===== src/hw/rtl/pfp_pkg.sv =====
`timescale 1ns / 1ps
package pfp_pkg;

	localparam int COORD_W    = 24;
	localparam int NORM_W     = 18;
	localparam int DIST_W     = 25;
	localparam int COORD_FRAC = 8;
	localparam int NORM_FRAC  = 16;

	localparam int EDGE_W  = COORD_W + 1;
	localparam int PROD_W  = 2 * EDGE_W;
	localparam int CROSS_W = PROD_W + 1;
	localparam int MAG_W   = PROD_W;
	localparam int POS_W   = $clog2(MAG_W);
	localparam int MANT_W  = 31;
	localparam int SQ_W    = 2 * MANT_W;
	localparam int SUM_W   = 64;
	localparam int ROOT_W  = SUM_W / 2;
	localparam int REM_W   = ROOT_W + 4;

	localparam int SQRT_STAGES = ROOT_W;
	localparam int QUO_W       = NORM_FRAC + 1;
	localparam int DIV_STAGES  = QUO_W;
	localparam int NUM_W       = MANT_W + QUO_W + 1;
	localparam int DEN_W       = ROOT_W + 1;
	localparam int DREM_W      = NUM_W + 1;

	localparam int FRONT_STAGES = 8;
	localparam int LINE_LEN     = FRONT_STAGES + SQRT_STAGES + DIV_STAGES;
	localparam int MERGE_STAGES = 4;

	localparam int DOT_W = NORM_W + COORD_W + 2;
	localparam int DR_W  = DOT_W - NORM_FRAC;

	localparam int NEPS_W     = 16;
	localparam int DEPS_W     = 8;
	localparam int CFG_IDX_W  = 1;
	localparam int CFG_DATA_W = NEPS_W;

	typedef enum logic [CFG_IDX_W-1:0] {
		CFG_NORMAL_EPS = 1'b0,
		CFG_DIST_EPS   = 1'b1
	} cfg_reg_t;

	typedef logic signed [COORD_W-1:0] coord_t;
	typedef logic signed [NORM_W-1:0]  norm_t;
	typedef logic [QUO_W-1:0]          quo_t;

endpackage


===== src/hw/rtl/pfp_sqrt.sv =====
`timescale 1ns / 1ps
module pfp_sqrt (
	input  logic                        clk,
	input  logic                        en,
	input  logic [pfp_pkg::SUM_W-1:0]   radicand,
	output logic [pfp_pkg::ROOT_W-1:0]  root
);
	import pfp_pkg::*;

	logic [SUM_W-1:0]  rad_s  [1:SQRT_STAGES];
	logic [REM_W-1:0]  rem_s  [1:SQRT_STAGES];
	logic [ROOT_W-1:0] root_s [1:SQRT_STAGES];

	// one root bit per stage, two radicand bits shifted in
	for (genvar g = 0; g < SQRT_STAGES; g++) begin : g_stage
		logic [SUM_W-1:0]  rad_in;
		logic [REM_W-1:0]  rem_in;
		logic [ROOT_W-1:0] root_in;
		logic [REM_W-1:0]  cur;
		logic [REM_W-1:0]  trial;
		logic              ge;

		if (g == 0) begin : g_first
			assign rad_in  = radicand;
			assign rem_in  = '0;
			assign root_in = '0;
		end else begin : g_next
			assign rad_in  = rad_s[g];
			assign rem_in  = rem_s[g];
			assign root_in = root_s[g];
		end

		assign cur   = {rem_in[REM_W-3:0], rad_in[SUM_W-1 -: 2]};
		assign trial = REM_W'({root_in, 2'b01});
		assign ge    = (cur >= trial);

		always_ff @(posedge clk) begin
			if (en) begin
				rad_s[g+1]  <= {rad_in[SUM_W-3:0], 2'b00};
				rem_s[g+1]  <= ge ? (cur - trial) : cur;
				root_s[g+1] <= {root_in[ROOT_W-2:0], ge};
			end
		end
	end

	assign root = root_s[SQRT_STAGES];

endmodule


===== config.mk =====
export PLATFORM = sky130hd
export DESIGN_NAME = pfp_sqrt
export DESIGN_NICKNAME = d
export VERILOG_FILES = /design/src/hw/rtl/pfp_pkg.sv /design/src/hw/rtl/pfp_sqrt.sv
export SDC_FILE = /design/constraint.sdc
export NUM_CORES = 2
export LEC_CHECK = 0
export BUFFER_PORTS_ARGS = -buffer_cell sky130_fd_sc_hd__buf_2
export CORE_ASPECT_RATIO = 2
export CORE_MARGIN = 2
export CORE_UTILIZATION = 45
export CTS_CLUSTER_DIAMETER = 100
export CTS_CLUSTER_SIZE = 20
export DETAILED_ROUTE_END_ITERATION = 12
export GPL_ROUTABILITY_DRIVEN = 0
export PLACE_DENSITY = 0.7
export SYNTH_ARGS = -nofsm -noshare
export SYNTH_HDL_FRONTEND = slang
export SYNTH_MEMORY_MAX_BITS = 65536
export SYNTH_SLANG_ARGS = --single-unit

===== constraint.sdc =====
create_clock -name clk -period 5.1 [get_ports clk]
set_input_delay 1.02 -clock clk [delete_from_list [all_inputs] [get_ports clk]]
set_output_delay 1.02 -clock clk [all_outputs]
set_load 0.005 [all_outputs]

==> impl_metrics.yaml <==
synthesis:
  synth.area.top_cells: "edfxtp_1 64%, ha_1 6.0%, xnor2_1 3.2%"
  seq_area_frac_synth_pct: 64.4
  yosysTopAreaCell: "edfxtp_1"
  synth_area_mm2: 0.118
  async_reset_ff_share_pct: 0
  ys.flop_type: "edfxtp_1"
  syn-num-nets: 9799
  synth_seq_cells: 2523
  ys_types: 83
  postSynthAreaPerCell_um2: 12.8
  synth_top_cell_area_share_pct: 64.4
  ys_warn_count: 0
  synth_edf_count: 2523
  syn_inst: 9171
cells_and_area:
  nets: 9996
  area_growth_pct: 8.15
  multi_input_comb_area_mm2: 0.0386
  drive_above_1_share_pct: 5.69
  fillCellCount: 22000
  seqCellArea_mm2: 0.0758
cts:
  cts_resized: 0
  clockBufferDepth: 4
  clock-root-buffer: "clkbuf_16"
  cts_tree: "yes"
  post-cts-setup-buffers: 0
  cts_inserted_buffers: 152
  htree_levels: 4
  clock_latency_ns: 0.87
  clkTransAtPathRegs_ns: 0.09
  clock_sinks: 2523
  postCtsHoldBufs: 0
grt:
  antenna_found_initial: 10
  grt_max_degree: 121
  grt.overflow.total: 0
  grt_pass1_wl_mm: 402
  grt_usage_pct: 19.6
  grt_pass1_vias: 76800
timing:
  rsz0062_at_grt: "no"
  fin_crit_sh_pct: 83.5
  worst_slew_pin_slew_ns: 1.41
  finalSetupViolCount: 0
  slew_headroom_pct: 5.53
  slew_violations: 0
  finalCriticalPeriod_ns: 4.26
  fmax_mhz: 235
  final.setup_skew_ns: 0.0791
  finalSetupTns_ns: 0
  hold_viol: 0
die:
  die_y_um: 727
  initial_core_util_pct: 45.2
  dieArea_mm2: 0.266
  die_w_um: 366
  rows: 265
  num_io_pins: 98
  coreArea_mm2: 0.260
detailed_routing:
  post_drt_wl_per_cell_um: 20.7
  vias: 73000
  drtIter0Drc: 4691
  drc: 0
  via_per_inst: 5.67
  wl_mm: 266
  detail_route.first_pass.iterations: 8
  ant_nets: 0
placed_design:
  portBuffers: 97
  place_hpwl_mm: 200
worst_setup_path:
  cpPeakStageDelay_ns: 0.61
  cp.arrival_ns: 4.82
  crit_path_top_delay_cell: "or4_1"
  crit_type: "reg -> reg"
  worstSetupStartpointType: "register"
  endpoint_kind: "register"
  worstPathRequired_ns: 5.67
  crit_chain: "or4_1 > nor4_1 > nor4bb_1 > a21boi_0 > nand4_1 > nand3_1 > or3_1 > nor4_1 > xor2_1"
  crit_top_cell: "nor4_1"
  path_max_fanout: 16
  worstRegToRegCells: 9
power:
  power_frac_comb_pct: 23.7
  p_leak_uw: 0.0475
  switching_share_pct: 29.8
  powerDensity_mw_per_mm2: 408
  seq_power_share_pct: 53.4
  internal_power_uw: 36500
  clock_power_share_pct: 22.9
  power_uw: 52000
  p_sw_uw: 15500
  ir_drop_mv: 0.324
outcome:
  status: "complete, no violations"
run:
  maxCapViolCount: 0
worst_hold_path:
  hold_path_class: "in -> reg"
  hold_depth: 1
[path summary, 6_finish.rpt]
kind	from	end	slack (ns)
max reg2reg	rem_s[0][157]	rem_s[0][213]	0.84
max	rem_s[0][157]	rem_s[0][213]	0.84
min	radicand[30]	rad_s[0][92]	0.33
min reg2reg	rad_s[0][856]	rad_s[0][920]	0.38
[per-stage QoR]
step                area [um^2]  worst slack (ns)  instances  util (%)  hold WS [ns]
floorplan                118000              1.56       9171         -         0.400
global placement         123000             0.699      12700      47.3         0.400
detailed placement       123000             0.799      12700      47.3         0.405
CTS                      127000             0.799      12800      48.9         0.277
global route             127000             0.579      12900      48.9         0.286
finish                   127000             0.843      12900      48.9         0.334
[registers in the layout, summed over array words and instances (netlist names)]
name,flops
rad_s,992
root_s,528
rem_s,1003
[layout make-up]
cell class	count	share of cell area [%]
timing repair buffer	227	1.41
inverter	718	2.12
antenna	41	0.0806
sequential	2523	59.5
clock inverter	4	0.0423
clock buffer	156	3.05
tap	3471	3.41
multi-input combinational	5746	30.4
[critical path: cells and delay by family (launching register included)]
family / cells / cell delay, ns
xor+xnor: 1 / 0.11
simple gates: 7 / 3.24
flops: 1 / 0.43
compound gates: 1 / 0.24
[routing by layer]
metal / up-vias / GRT usage, % / part of all wire, %
met2: 2232 / 40.2 / 58
li1: 34100 / - / -
met1: 35500 / 13.7 / 27
met4: 0 / 20.9 / 12
met5: - / 0 / 0
met3: 1154 / 2.34 / 3.1
[power groups by stage]
stage | Sequential (uW) | Clock, uW | Combinational, uW
2_1_floorplan | 27600 | 0 | 8630
3_5_place_dp | 28200 | 0 | 12100
3_3_place_gp | 28000 | 0 | 11500
6_report | 27800 | 11900 | 12300
5_1_grt | 28000 | 12900 | 13500
4_1_cts | 27700 | 12200 | 12100
[kinds of logic (layout without fill, tap and decap cells)]
kind of cell / after synthesis / in the layout / share of synthesized area, %
AO/OA/AOI/OAI: 1830 / 1830 / 9.54
XOR/XNOR: 864 / 864 / 6.43
adder cells (fa/ha/maj): 562 / 562 / 5.98
buffers and inverters: 902 / 1105 / 2.88
flip-flops: 2523 / 2523 / 64.4
multiplexers: 58 / 58 / 0.546
other: 1 / 42 / 0.00319
AND/OR/NAND/NOR: 2431 / 2431 / 10.2
[cell usage in the layout (no fill, tap or decap), drive strengths merged, types with 20 or more instances in the layout]
cell type  instances
xnor2            432
nor3             244
a31o              20
or2               50
a21oi            538
diode             41
clkbuf           156
o21a              96
nand3            149
o31ai             56
nand4             98
a211oi            45
a31oi             45
mux2              50
or4               76
nand2            716
and2              29
nand2b           113
nor4             134
and3              44
edfxtp          2523
ha               562
o21ai            552
buf              227
o211ai            33
xor2             432
inv              720
o21bai            55
a21o             198
nor2b             83
or3              112
nor2             483
nand3b            25
[cell usage after synthesis (83+ instances only)]
cell type and n:
o21ai_0 551, edfxtp_1 2523, inv_1 714, nand3_1 149, ha_1 562, clkbuf_1 169
nor2_1 483, a21o_1 198, xnor2_1 432, xor2_1 432, o21a_1 96, nand2b_1 113
nor3_1 244, nand4_1 98, a21oi_1 538, nand2_1 716, nor2b_1 83, or3_1 112
nor4_1 132
Note: power is estimated with default switching activity, not from simulation.
