### src/hw/rtl/pfp_pkg.sv
`timescale 1ns / 1ps
package pfp_pkg;

	localparam int COORD_W    = 24;
	localparam int NORM_W     = 18;
	localparam int DIST_W     = 25;
	localparam int COORD_FRAC = 8;
	localparam int NORM_FRAC  = 16;

	localparam int EDGE_W  = COORD_W + 1;
	localparam int PROD_W  = 2 * EDGE_W;
	localparam int CROSS_W = PROD_W + 1;
	localparam int MAG_W   = PROD_W;
	localparam int POS_W   = $clog2(MAG_W);
	localparam int MANT_W  = 31;
	localparam int SQ_W    = 2 * MANT_W;
	localparam int SUM_W   = 64;
	localparam int ROOT_W  = SUM_W / 2;
	localparam int REM_W   = ROOT_W + 4;

	localparam int SQRT_STAGES = ROOT_W;
	localparam int QUO_W       = NORM_FRAC + 1;
	localparam int DIV_STAGES  = QUO_W;
	localparam int NUM_W       = MANT_W + QUO_W + 1;
	localparam int DEN_W       = ROOT_W + 1;
	localparam int DREM_W      = NUM_W + 1;

	localparam int FRONT_STAGES = 8;
	localparam int LINE_LEN     = FRONT_STAGES + SQRT_STAGES + DIV_STAGES;
	localparam int MERGE_STAGES = 4;

	localparam int DOT_W = NORM_W + COORD_W + 2;
	localparam int DR_W  = DOT_W - NORM_FRAC;

	localparam int NEPS_W     = 16;
	localparam int DEPS_W     = 8;
	localparam int CFG_IDX_W  = 1;
	localparam int CFG_DATA_W = NEPS_W;

	typedef enum logic [CFG_IDX_W-1:0] {
		CFG_NORMAL_EPS = 1'b0,
		CFG_DIST_EPS   = 1'b1
	} cfg_reg_t;

	typedef logic signed [COORD_W-1:0] coord_t;
	typedef logic signed [NORM_W-1:0]  norm_t;
	typedef logic [QUO_W-1:0]          quo_t;

endpackage

### src/hw/rtl/pfp_div_lane.sv
`timescale 1ns / 1ps
module pfp_div_lane (
	input  logic                       clk,
	input  logic                       en,
	input  logic [pfp_pkg::NUM_W-1:0]  num,
	input  logic [pfp_pkg::DEN_W-1:0]  den,
	output logic [pfp_pkg::QUO_W-1:0]  quo
);
	import pfp_pkg::*;

	logic [DREM_W-1:0] rem_s [1:DIV_STAGES];
	logic [DEN_W-1:0]  den_s [1:DIV_STAGES];
	logic [QUO_W-1:0]  quo_s [1:DIV_STAGES];

	// restoring division, quotient msb first
	for (genvar g = 0; g < DIV_STAGES; g++) begin : g_stage
		logic [DREM_W-1:0] rem_in;
		logic [DEN_W-1:0]  den_in;
		logic [QUO_W-1:0]  quo_in;
		logic [DREM_W-1:0] shd;
		logic              ge;

		if (g == 0) begin : g_first
			assign rem_in = DREM_W'(num);
			assign den_in = den;
			assign quo_in = '0;
		end else begin : g_next
			assign rem_in = rem_s[g];
			assign den_in = den_s[g];
			assign quo_in = quo_s[g];
		end

		assign shd = DREM_W'(den_in) << (DIV_STAGES - 1 - g);
		assign ge  = (rem_in >= shd);

		always_ff @(posedge clk) begin
			if (en) begin
				rem_s[g+1] <= ge ? (rem_in - shd) : rem_in;
				den_s[g+1] <= den_in;
				quo_s[g+1] <= {quo_in[QUO_W-2:0], ge};
			end
		end
	end

	assign quo = quo_s[DIV_STAGES];

endmodule

### config.mk
export PLATFORM = sky130hd
export DESIGN_NAME = pfp_div_lane
export DESIGN_NICKNAME = d
export VERILOG_FILES = /design/src/hw/rtl/pfp_pkg.sv /design/src/hw/rtl/pfp_div_lane.sv
export SDC_FILE = /design/constraint.sdc
export NUM_CORES = 2
export LEC_CHECK = 0
export BUFFER_PORTS_ARGS = -buffer_cell sky130_fd_sc_hd__buf_4
export CAP_MARGIN = 10
export CORE_ASPECT_RATIO = 1.75
export CORE_UTILIZATION = 55
export CTS_BUF_LIST = sky130_fd_sc_hd__clkbuf_8
export DETAILED_ROUTE_END_ITERATION = 16
export HOLD_SLACK_MARGIN = 0.15
export PLACE_DENSITY = 0.75
export SETUP_SLACK_MARGIN = 0.4
export SLEW_MARGIN = 10
export SYNTH_ARGS = -nofsm -noshare
export SYNTH_HDL_FRONTEND = slang
export SYNTH_SLANG_ARGS = --single-unit
export TNS_END_PERCENT = 100
### constraint.sdc
create_clock -name clk -period 5.5 [get_ports clk]
set_input_delay 0.55 -clock clk [delete_from_list [all_inputs] [get_ports clk]]
set_output_delay 0.55 -clock clk [all_outputs]
set_load 0.03 [all_outputs]
==> results.json <==
{
  "outcome": "completed",
  "cts.sinks": 1481,
  "yosysSeqAreaShare": 0.533,
  "area_growth_pct": 10.2,
  "io_buffers": 100,
  "start_util": 0.555,
  "vias": 58852,
  "worst_hold_path_type": "in -> reg",
  "grt_usage": 0.269,
  "cp_max_fo": 28,
  "critPathKind": "reg -> reg",
  "synth_area_leaders": "edfxtp_1 (53%), ha_1 (8.4%), a21oi_1 (4.1%)",
  "rsz0062_at_grt": "false",
  "dp_cells": 9646,
  "place_area_um2": 87000,
  "cts_tree": "yes",
  "ios": 101,
  "postCtsSetupBuffers": 0,
  "fin_util": 0.611,
  "root_buffer": "clkbuf_8",
  "hold_start": "num[11]",
  "synth_top_family_by_area": "compound AO/OA/AOI/OAI gates",
  "synthFlopType": "edfxtp_1",
  "synth-simple-area-share": 0.111,
  "synthArstFlopShare": 0,
  "leakagePower_nw": 37.1,
  "netlist_top_cells_count": "edfxtp_1 (1481), inv_1 (723), a21oi_1 (677)",
  "drive_gt1_frac": 0.0792,
  "holdWs_ns": 0.311,
  "end_kind": "flop",
  "die-area_um2": 153000,
  "drcViolationCount": 0,
  "synth_edf_count": 1481,
  "yosysWarnings": 0,
  "grt_pass1_wl_mm": 314,
  "design_area_um2": 91800,
  "power_mw": 46.8,
  "dr.pass1.iters": 7,
  "setup_violations": 0,
  "cts_buffers": 209,
  "via_per_inst": 5.82,
  "antenna_left": 0,
  "grt_remaining_overflow": 0,
  "wl_per_cell_um": 20.3,
  "clock_skew_ns": 0.0396,
  "hold_depth": 2,
  "fp.dieW_um": 296,
  "fmax_mhz": 209,
  "maxCapViolations": 0,
  "min_to": "rem_s[1][11]",
  "synth_top_area_share": 0.533,
  "required_ns": 6.22,
  "synthCells": 7643,
  "reg2reg_from": "rem_s[4][12]",
  "grt_max_degree": 160,
  "yosysMostFrequentCell": "edfxtp_1",
  "clk_latency_ns": 0.97,
  "antenna_found_initial": 8,
  "cts_buffer_depth": 3,
  "synth_cell_type_count": 101,
  "crit_path_start_kind": "flop",
  "hpwl_mm": 161,
  "arrival_ns": 5.51,
  "placementRows": 188,
  "core-area_um2": 150000,
  "vdd_drop_max_mv": 0.310,
  "gp_congestion": 1.02,
  "max_slew_margin": 0.0750,
  "r2r_slack_ns": 0.71,
  "avgSynthCellArea_um2": 10.9,
  "syn_nets": 8304,
  "min_period_ns": 4.79,
  "first_global_vias": 62168,
  "hold_viol": 0,
  "nFillCells": 11863,
  "muxShareOfSynthArea": 0.0117,
  "reg2regPathDepth": 16,
  "synth_top_cell_by_area": "edfxtp_1",
  "synth_area_um2": 83400,
  "htree_levels": 4,
  "drt-total-wl_mm": 205,
  "clk_pin_slew_ns": 0.07,
  "finalSetupTns_ns": 0,
  "instances_no_fill": 10120,
  "slew_violations": 0,
  "synthAdderAreaFrac": 0.0880,
  "yosys_register_bits": 1481,
  "regToRegEndpoint": "rem_s[5][45]",
  "post-route-period-util": 0.871,
  "drt_iter0_drc": 2612,
  "setup_ws_ns": 0.707,
  "die_h_um": 517,
  "dpl_worst_slack_ns": 0.585,
  "synth-xor-area-share": 0.0624,
  "synth_compound_area_frac": 0.151,
  "worst-slew-pin-transition_ns": 1.37,
  "power_density_nw_per_um2": 510,
  "fin_nets": 8608
}
==> power by group <==
| part | internal, mW | total [mW] | switching (mW) |
|---|---|---|---|
| Sequential | 16.2 | 17.8 | 1.53 |
| Combinational | 8.56 | 20.7 | 12.1 |
| Clock | 4.04 | 8.35 | 4.30 |
==> timing repair <==
| action | 4_1_cts | 5_1_grt |
|---|---|---|
| endpoints found under the setup margin | 0 | 3 |
| hold buffers | 85 | 0 |
| hold endpoints to repair | 183 | 0 |
| resized for setup | 0 | 2 |
==> cells by family after synthesis <==
| group | count (synthesis) |
|---|---|
| simple gates | 1940 |
| flops | 1481 |
| buf+inv | 930 |
| xor+xnor | 594 |
| fa+ha+maj | 577 |
| compound gates | 2033 |
| mux | 88 |
==> layer usage <==
metal	vias up	routed length [um]	part of all wire	global-route usage
li1	28552	-	-	-
met1	27967	55200	0.27	0.179
met2	1472	122000	0.59	0.574
met3	861	5320	0.026	0.0325
met4	0	23300	0.11	0.267
met5	-	0	0	0
==> cell type report <==
| class | instances | area (um2) | share of cell area |
|---|---|---|---|
| repair buffers | 299 | 2680 | 0.0292 |
| flip-flops and latches | 1481 | 44500 | 0.484 |
| well taps | 1995 | 2500 | 0.0272 |
| clock inverters | 171 | 1100 | 0.0119 |
| clock buffers | 210 | 2890 | 0.0315 |
| inverters | 724 | 2720 | 0.0296 |
| multi-input cells | 5232 | 35500 | 0.386 |
| diodes | 8 | 20.0 | 0.000218 |
==> placed cells by master (no fill, tap or decap), types with 36 or more instances in the layout <==
| master | count |
|---|---|
| buf_4 | 197 |
| o21ai_0 | 500 |
| nor3_1 | 96 |
| xor2_1 | 253 |
| nor4_1 | 67 |
| nor2b_1 | 66 |
| a31oi_1 | 52 |
| edfxtp_1 | 1481 |
| nand2_1 | 635 |
| nor2_1 | 514 |
| nand4_1 | 116 |
| dlygate4sd3_1 | 85 |
| or3_1 | 43 |
| inv_1 | 774 |
| clkinv_1 | 60 |
| clkbuf_8 | 210 |
| xnor2_1 | 341 |
| a211oi_1 | 39 |
| a21o_1 | 317 |
| o211ai_1 | 36 |
| ha_1 | 561 |
| mux2_2 | 79 |
| o21bai_1 | 71 |
| nand3_1 | 113 |
| a21oi_1 | 676 |
| o21a_1 | 53 |
| nand2b_1 | 82 |
| and3_1 | 49 |
==> how the worst max path moves through the flow <==
stage | start | endpoint | slack [ns] | cells past startpoint
detailed placement | rem_s[4][12] | rem_s[5][45] | 0.59 | 16
CTS | rem_s[4][12] | rem_s[5][45] | 0.55 | 16
finish | rem_s[4][12] | rem_s[5][45] | 0.71 | 16
global route | rem_s[4][12] | rem_s[5][45] | 0.52 | 16
global placement | rem_s[4][12] | rem_s[5][45] | 0.62 | 16
floorplan | rem_s[4][12] | rem_s[5][13] | 1.87 | 15
==> state kept, by name (all words and copies together), names as in the netlist <==
name and flops:
rem_s 800, den_s 528, quo_s 153
==> critical path, cell delays in order, from the launching register on <==
cell	delay [ns]
edfxtp_1	0.36
inv_1	0.09
ha_1	0.16
inv_1	0.05
fa_1	0.43
a211o_1	0.32
a211oi_2	0.23
nor2_1	0.19
a2111oi_2	0.66
o31a_1	0.31
or2_1	0.14
nand2_1	0.09
a2111oi_2	0.45
and2b_4	0.48
buf_4	0.25
nor2_1	0.05
mux2_2	0.26
No activity file was read; power rests on OpenSTA's default activity.
