File: config.mk
export PLATFORM = sky130hd
export DESIGN_NAME = pfp_merge
export DESIGN_NICKNAME = d
export VERILOG_FILES = /design/src/hw/rtl/pfp_pkg.sv /design/src/hw/rtl/pfp_merge.sv
export SDC_FILE = /design/constraint.sdc
export NUM_CORES = 2
export LEC_CHECK = 0
export BUFFER_PORTS_ARGS = -buffer_cell sky130_fd_sc_hd__buf_2
export CAP_MARGIN = 20
export CORE_MARGIN = 8
export CORE_UTILIZATION = 40
export CTS_CLUSTER_DIAMETER = 120
export DETAILED_ROUTE_END_ITERATION = 10
export PLACE_DENSITY = 0.54
export SETUP_SLACK_MARGIN = 0.05
export SLEW_MARGIN = 20
export SYNTH_ARGS = -nofsm -noshare
export SYNTH_HDL_FRONTEND = slang
export SYNTH_SLANG_ARGS = --single-unit
File: constraint.sdc
create_clock -name clk -period 8.6 [get_ports clk]
set_input_delay 0 -clock clk [delete_from_list [all_inputs] [get_ports clk]]
set_output_delay 0 -clock clk [all_outputs]
set_load 0.02 [all_outputs]
File: src/hw/rtl/pfp_pkg.sv
`timescale 1ns / 1ps
package pfp_pkg;

	localparam int COORD_W    = 24;
	localparam int NORM_W     = 18;
	localparam int DIST_W     = 25;
	localparam int COORD_FRAC = 8;
	localparam int NORM_FRAC  = 16;

	localparam int EDGE_W  = COORD_W + 1;
	localparam int PROD_W  = 2 * EDGE_W;
	localparam int CROSS_W = PROD_W + 1;
	localparam int MAG_W   = PROD_W;
	localparam int POS_W   = $clog2(MAG_W);
	localparam int MANT_W  = 31;
	localparam int SQ_W    = 2 * MANT_W;
	localparam int SUM_W   = 64;
	localparam int ROOT_W  = SUM_W / 2;
	localparam int REM_W   = ROOT_W + 4;

	localparam int SQRT_STAGES = ROOT_W;
	localparam int QUO_W       = NORM_FRAC + 1;
	localparam int DIV_STAGES  = QUO_W;
	localparam int NUM_W       = MANT_W + QUO_W + 1;
	localparam int DEN_W       = ROOT_W + 1;
	localparam int DREM_W      = NUM_W + 1;

	localparam int FRONT_STAGES = 8;
	localparam int LINE_LEN     = FRONT_STAGES + SQRT_STAGES + DIV_STAGES;
	localparam int MERGE_STAGES = 4;

	localparam int DOT_W = NORM_W + COORD_W + 2;
	localparam int DR_W  = DOT_W - NORM_FRAC;

	localparam int NEPS_W     = 16;
	localparam int DEPS_W     = 8;
	localparam int CFG_IDX_W  = 1;
	localparam int CFG_DATA_W = NEPS_W;

	typedef enum logic [CFG_IDX_W-1:0] {
		CFG_NORMAL_EPS = 1'b0,
		CFG_DIST_EPS   = 1'b1
	} cfg_reg_t;

	typedef logic signed [COORD_W-1:0] coord_t;
	typedef logic signed [NORM_W-1:0]  norm_t;
	typedef logic [QUO_W-1:0]          quo_t;

endpackage

File: src/hw/rtl/pfp_merge.sv
`timescale 1ns / 1ps
module pfp_merge (
	input  logic                          clk,
	input  logic                          en,
	input  pfp_pkg::quo_t                 quo [3],
	input  logic [2:0]                    neg,
	input  logic                          degen_in,
	input  pfp_pkg::coord_t               p1 [3],
	input  logic [pfp_pkg::NEPS_W-1:0]    norm_eps,
	input  logic [pfp_pkg::DEPS_W-1:0]    dist_eps,
	output pfp_pkg::norm_t                normal [3],
	output logic signed [pfp_pkg::DIST_W-1:0] plane_dist,
	output logic                          degen_out
);
	import pfp_pkg::*;

	localparam logic [QUO_W-1:0]        ONE_Q   = QUO_W'(1) << NORM_FRAC;
	localparam logic signed [NORM_W:0]  ONE_X   = (NORM_W + 1)'(1) << NORM_FRAC;
	localparam norm_t                   ONE_N   = NORM_W'(1) << NORM_FRAC;
	localparam logic signed [DOT_W-1:0] HALF_N  = DOT_W'(1) << (NORM_FRAC - 1);
	localparam logic signed [DR_W:0]    HALF_C  = (DR_W + 1)'(1) << (COORD_FRAC - 1);
	localparam logic signed [DR_W:0]    D_MAX   = (DR_W + 1)'((1 << (DIST_W - 1)) - 1);
	localparam logic signed [DR_W:0]    D_MIN   = -((DR_W + 1)'(1) << (DIST_W - 1));

	localparam int PDOT_W = NORM_W + COORD_W;

	norm_t                    n_s1 [3];
	coord_t                   p1_s1 [3];
	logic                     degen_s1;
	norm_t                    n_s2 [3];
	logic signed [PDOT_W-1:0] pr_s2 [3];
	logic                     degen_s2;
	norm_t                    n_s3 [3];
	logic signed [DR_W-1:0]   d_s3;
	logic                     degen_s3;

	norm_t                    n_nx [3];
	logic signed [DR_W:0]     d_nx;

	// clamp and sign each lane's quotient
	always_ff @(posedge clk) begin
		if (en) begin
			for (int j = 0; j < 3; j++) begin
				n_s1[j]  <= neg[j] ? -NORM_W'((quo[j] > ONE_Q) ? ONE_Q : quo[j])
				                   :  NORM_W'((quo[j] > ONE_Q) ? ONE_Q : quo[j]);
				p1_s1[j] <= p1[j];
			end
			degen_s1 <= degen_in;
		end
	end

	always_ff @(posedge clk) begin
		if (en) begin
			for (int j = 0; j < 3; j++) begin
				pr_s2[j] <= n_s1[j] * p1_s1[j];
				n_s2[j]  <= n_s1[j];
			end
			degen_s2 <= degen_s1;
		end
	end

	always_ff @(posedge clk) begin
		logic signed [DOT_W-1:0] acc;
		if (en) begin
			acc = DOT_W'(pr_s2[0]) + DOT_W'(pr_s2[1]) + DOT_W'(pr_s2[2]) + HALF_N;
			d_s3 <= acc[DOT_W-1:NORM_FRAC];
			for (int j = 0; j < 3; j++)
				n_s3[j] <= n_s2[j];
			degen_s3 <= degen_s2;
		end
	end

	// snap the normal to an axis, then snap the distance to the integer grid and clamp it
	always_comb begin
		logic signed [NORM_W:0]  nx;
		logic signed [NORM_W:0]  dp;
		logic signed [NORM_W:0]  dm;
		logic [NORM_W:0]         ap;
		logic [NORM_W:0]         am;
		logic                    hit;
		logic signed [DR_W:0]    dd;
		logic signed [DR_W:0]    t;
		logic signed [DR_W:0]    grid;
		logic signed [DR_W:0]    diff;
		logic [DR_W:0]           adiff;
		for (int j = 0; j < 3; j++)
			n_nx[j] = n_s3[j];
		hit = 1'b0;
		for (int j = 0; j < 3; j++) begin
			nx = (NORM_W + 1)'(n_s3[j]);
			dp = nx - ONE_X;
			dm = nx + ONE_X;
			ap = dp[NORM_W] ? (NORM_W + 1)'(-dp) : (NORM_W + 1)'(dp);
			am = dm[NORM_W] ? (NORM_W + 1)'(-dm) : (NORM_W + 1)'(dm);
			if (!hit) begin
				if (ap < (NORM_W + 1)'(norm_eps)) begin
					hit = 1'b1;
					for (int k = 0; k < 3; k++)
						n_nx[k] = '0;
					n_nx[j] = ONE_N;
				end else if (am < (NORM_W + 1)'(norm_eps)) begin
					hit = 1'b1;
					for (int k = 0; k < 3; k++)
						n_nx[k] = '0;
					n_nx[j] = -ONE_N;
				end
			end
		end

		dd    = (DR_W + 1)'(d_s3);
		t     = dd + HALF_C;
		grid  = {t[DR_W:COORD_FRAC], {COORD_FRAC{1'b0}}};
		diff  = dd - grid;
		adiff = diff[DR_W] ? (DR_W + 1)'(-diff) : (DR_W + 1)'(diff);
		if (adiff < (DR_W + 1)'(dist_eps))
			dd = grid;
		if (dd > D_MAX)
			dd = D_MAX;
		if (dd < D_MIN)
			dd = D_MIN;
		d_nx = dd;
	end

	always_ff @(posedge clk) begin
		if (en) begin
			for (int j = 0; j < 3; j++)
				normal[j] <= degen_s3 ? '0 : n_nx[j];
			plane_dist <= degen_s3 ? '0 : d_nx[DIST_W-1:0];
			degen_out  <= degen_s3;
		end
	end

endmodule
==> flow_summary.json <==
{
  "tightest_slew_ps": 1090,
  "synth_top_cell_by_area": "fa_1",
  "cts_setup_buffers": 0,
  "drt-initial-drc-count": 2885,
  "die_y_um": 436,
  "grt_pass1_wl_um": 299000,
  "drive_above_1_share": 0.0724,
  "clkLatencyLatePin_ps": 680,
  "crit_type": "flip-flop to flip-flop",
  "dr.pass1.iters": 5,
  "num_vias": 49300,
  "worstPathMaxFanout": 18,
  "cts_hold_buf": 234,
  "initial_core_util": 0.402,
  "cap_violations": 0,
  "final.setup.tns_ps": 0,
  "critPathCaptureType": "flip-flop",
  "worst_clock_skew_ps": 33.6,
  "critPathRequiredTime_ps": 9010,
  "holdCritPathClass": "primary input to flip-flop",
  "slew_violations": 0,
  "hold_violations": 0,
  "synth_edf_count": 471,
  "ys_async_sr_fraction": 0,
  "grt_start_max_net_pins": 84,
  "cts_tree": "yes",
  "synth_flop_cell": "edfxtp_1",
  "synth-seq-cells": 471,
  "syn_area_mm2": 0.0707,
  "avgSynthCellArea_um2": 10.1,
  "drt_drc_violations_left": 0,
  "track_usage": 0.197,
  "netlist_instances": 7005,
  "area_growth_pct": 11.9,
  "cts_resized": 0,
  "fmaxAchievable_mhz": 123,
  "routed_wl_um": 186000,
  "h-tree-depth": 3,
  "synthTopCellsByArea": "fa_1 (37%), edfxtp_1 (20%), ha_1 (9.4%)",
  "max-slew-margin-rel": 0.273,
  "cts.path.max_buffers": 3,
  "path_clk_slew_ps": 60,
  "cts_made_buffers": 67,
  "synth_seq_area_share": 0.200,
  "status": "complete, no violations",
  "hpwl_um": 153000,
  "cp-start-kind": "flip-flop",
  "synth.top_cell.area_share": 0.373,
  "cts_sinks": 471,
  "routedWlPerCell_um": 19.0,
  "core_mm2": 0.176,
  "avgViaCountPerCell": 5.05,
  "ys_types": 108,
  "portBuffers": 232,
  "final_common_cell": "inv_1",
  "rsz0062_at_grt": "false",
  "boundaryPins": 233,
  "fin_crit_sh": 0.943,
  "grt-ovfl-total": 0,
  "setup_viol": 0,
  "min_period_ps": 8110,
  "cts-root-buf": "clkbuf_16",
  "die_area_mm2": 0.190,
  "nNetsFinal": 9370,
  "ff2ff_setup_slack_ps": 490,
  "ant_nets": 0,
  "place.gp.congestion": 0.864,
  "grt_pass1_vias": 53100,
  "antenna_found_initial": 11,
  "yosys_warnings": 0,
  "die_w_um": 436,
  "syn_nets": 9005,
  "nFillCells": 16800,
  "final_cell_mix": "inv_1 (1342), fa_1 (1316), nand2_1 (1005)",
  "arrival_ps": 8520,
  "rows": 154
}
[layout make-up]
class                           instances  area, um2  area share
Multi-Input combinational cell       4908      50400       0.636
Sequential cell                       471      14100       0.179
Inverter                             1343       5040      0.0637
Timing Repair Buffer                  579       4370      0.0553
Tap cell                             2340       2930      0.0370
Clock buffer                           74       1720      0.0218
Clock inverter                         47        564     0.00713
Antenna cell                            4       10.0    0.000126
[state kept, by name, summed over array words and instances (netlist names), 25 cells and up]
register / count
n_s1: 54
n_s3: 54
p1_s1: 72
d_s3: 28
pr_s2: 126
plane_dist: 25
n_s2: 54
normal: 54
[per-layer routing]
layer / vias up / track usage / routed length (um)
met3: 268 / 0.0241 / 8290
met4: 0 / 0.0532 / 5360
met2: 1189 / 0.338 / 90700
met5: - / 0 / 0
li1: 22600 / - / -
met1: 25300 / 0.266 / 81600
[synthesized netlist by cell type, types with 10 or more instances]
master       n
nor4_1      23
nand4_1     17
and3_1      20
nor2_1     184
o31a_1      12
xor2_1      86
a21o_1      76
nor3_1     100
fa_1      1316
a31oi_1     25
or2_2       13
or3_1       41
o21a_1      28
edfxtp_1   471
nand2_1   1005
nand2b_1   127
clkbuf_1   265
o211ai_1    15
o41ai_1     10
inv_1     1342
ha_1       531
a21oi_1    123
nor2b_1     36
xnor2_1    215
nand3_1     50
and2_1     470
a211oi_1    28
o21ai_0    125
o31ai_1     22
[metrics by stage]
step | util | setup WS [ps] | area [um2] | hold WS (ps) | std cells
final | 0.450 | 492 | 79200 | 75.8 | 9766
after floorplan | - | 1520 | 70700 | 98.9 | 7005
after global routing | 0.450 | 84.5 | 79100 | 29.4 | 9764
after global placement | 0.424 | 577 | 74500 | 176 | 9407
after detailed placement | 0.424 | 526 | 74500 | 178 | 9407
after CTS | 0.450 | 488 | 79100 | 4.23 | 9762
[kinds of logic after synthesis]
| kind of cell | synth area share |
|---|---|
| simple gates | 0.148 |
| fa+ha+maj | 0.467 |
| buf+inv | 0.0878 |
| compound gates | 0.0574 |
| flops | 0.200 |
| xor+xnor | 0.0377 |
| mux | 0.00230 |
[critical path: stages, from the launching register on]
cell	delay, ps
edfxtp_1	850
nand2_1	170
fa_1	530
inv_1	50
fa_1	540
inv_1	50
fa_1	480
fa_1	500
fa_1	490
inv_1	50
fa_1	470
ha_1	360
a211oi_1	230
nand2_1	130
a21o_1	170
a221oi_1	480
o21a_1	190
o31ai_1	140
a41oi_1	360
a211oi_1	160
a41oi_1	350
a21oi_1	250
a211o_1	340
a31o_2	230
a21oi_1	160
xnor2_1	80
[path summary, 6_finish.rpt]
| check | startpoint | endpoint | cells after the start |
|---|---|---|---|
| hold reg to reg | n_s2[0][52] | n_s3[0][52] | 0 |
| hold / removal | p1[57] | p1_s1[0][9] | 2 |
| setup / recovery | p1_s1[0][38] | pr_s2[0][83] | 25 |
| setup reg to reg | p1_s1[0][38] | pr_s2[0][83] | 25 |
Power is left out: the tool's default activity adds up to more than one toggle a clock period on the data nets, which glitch-free logic cannot reach.
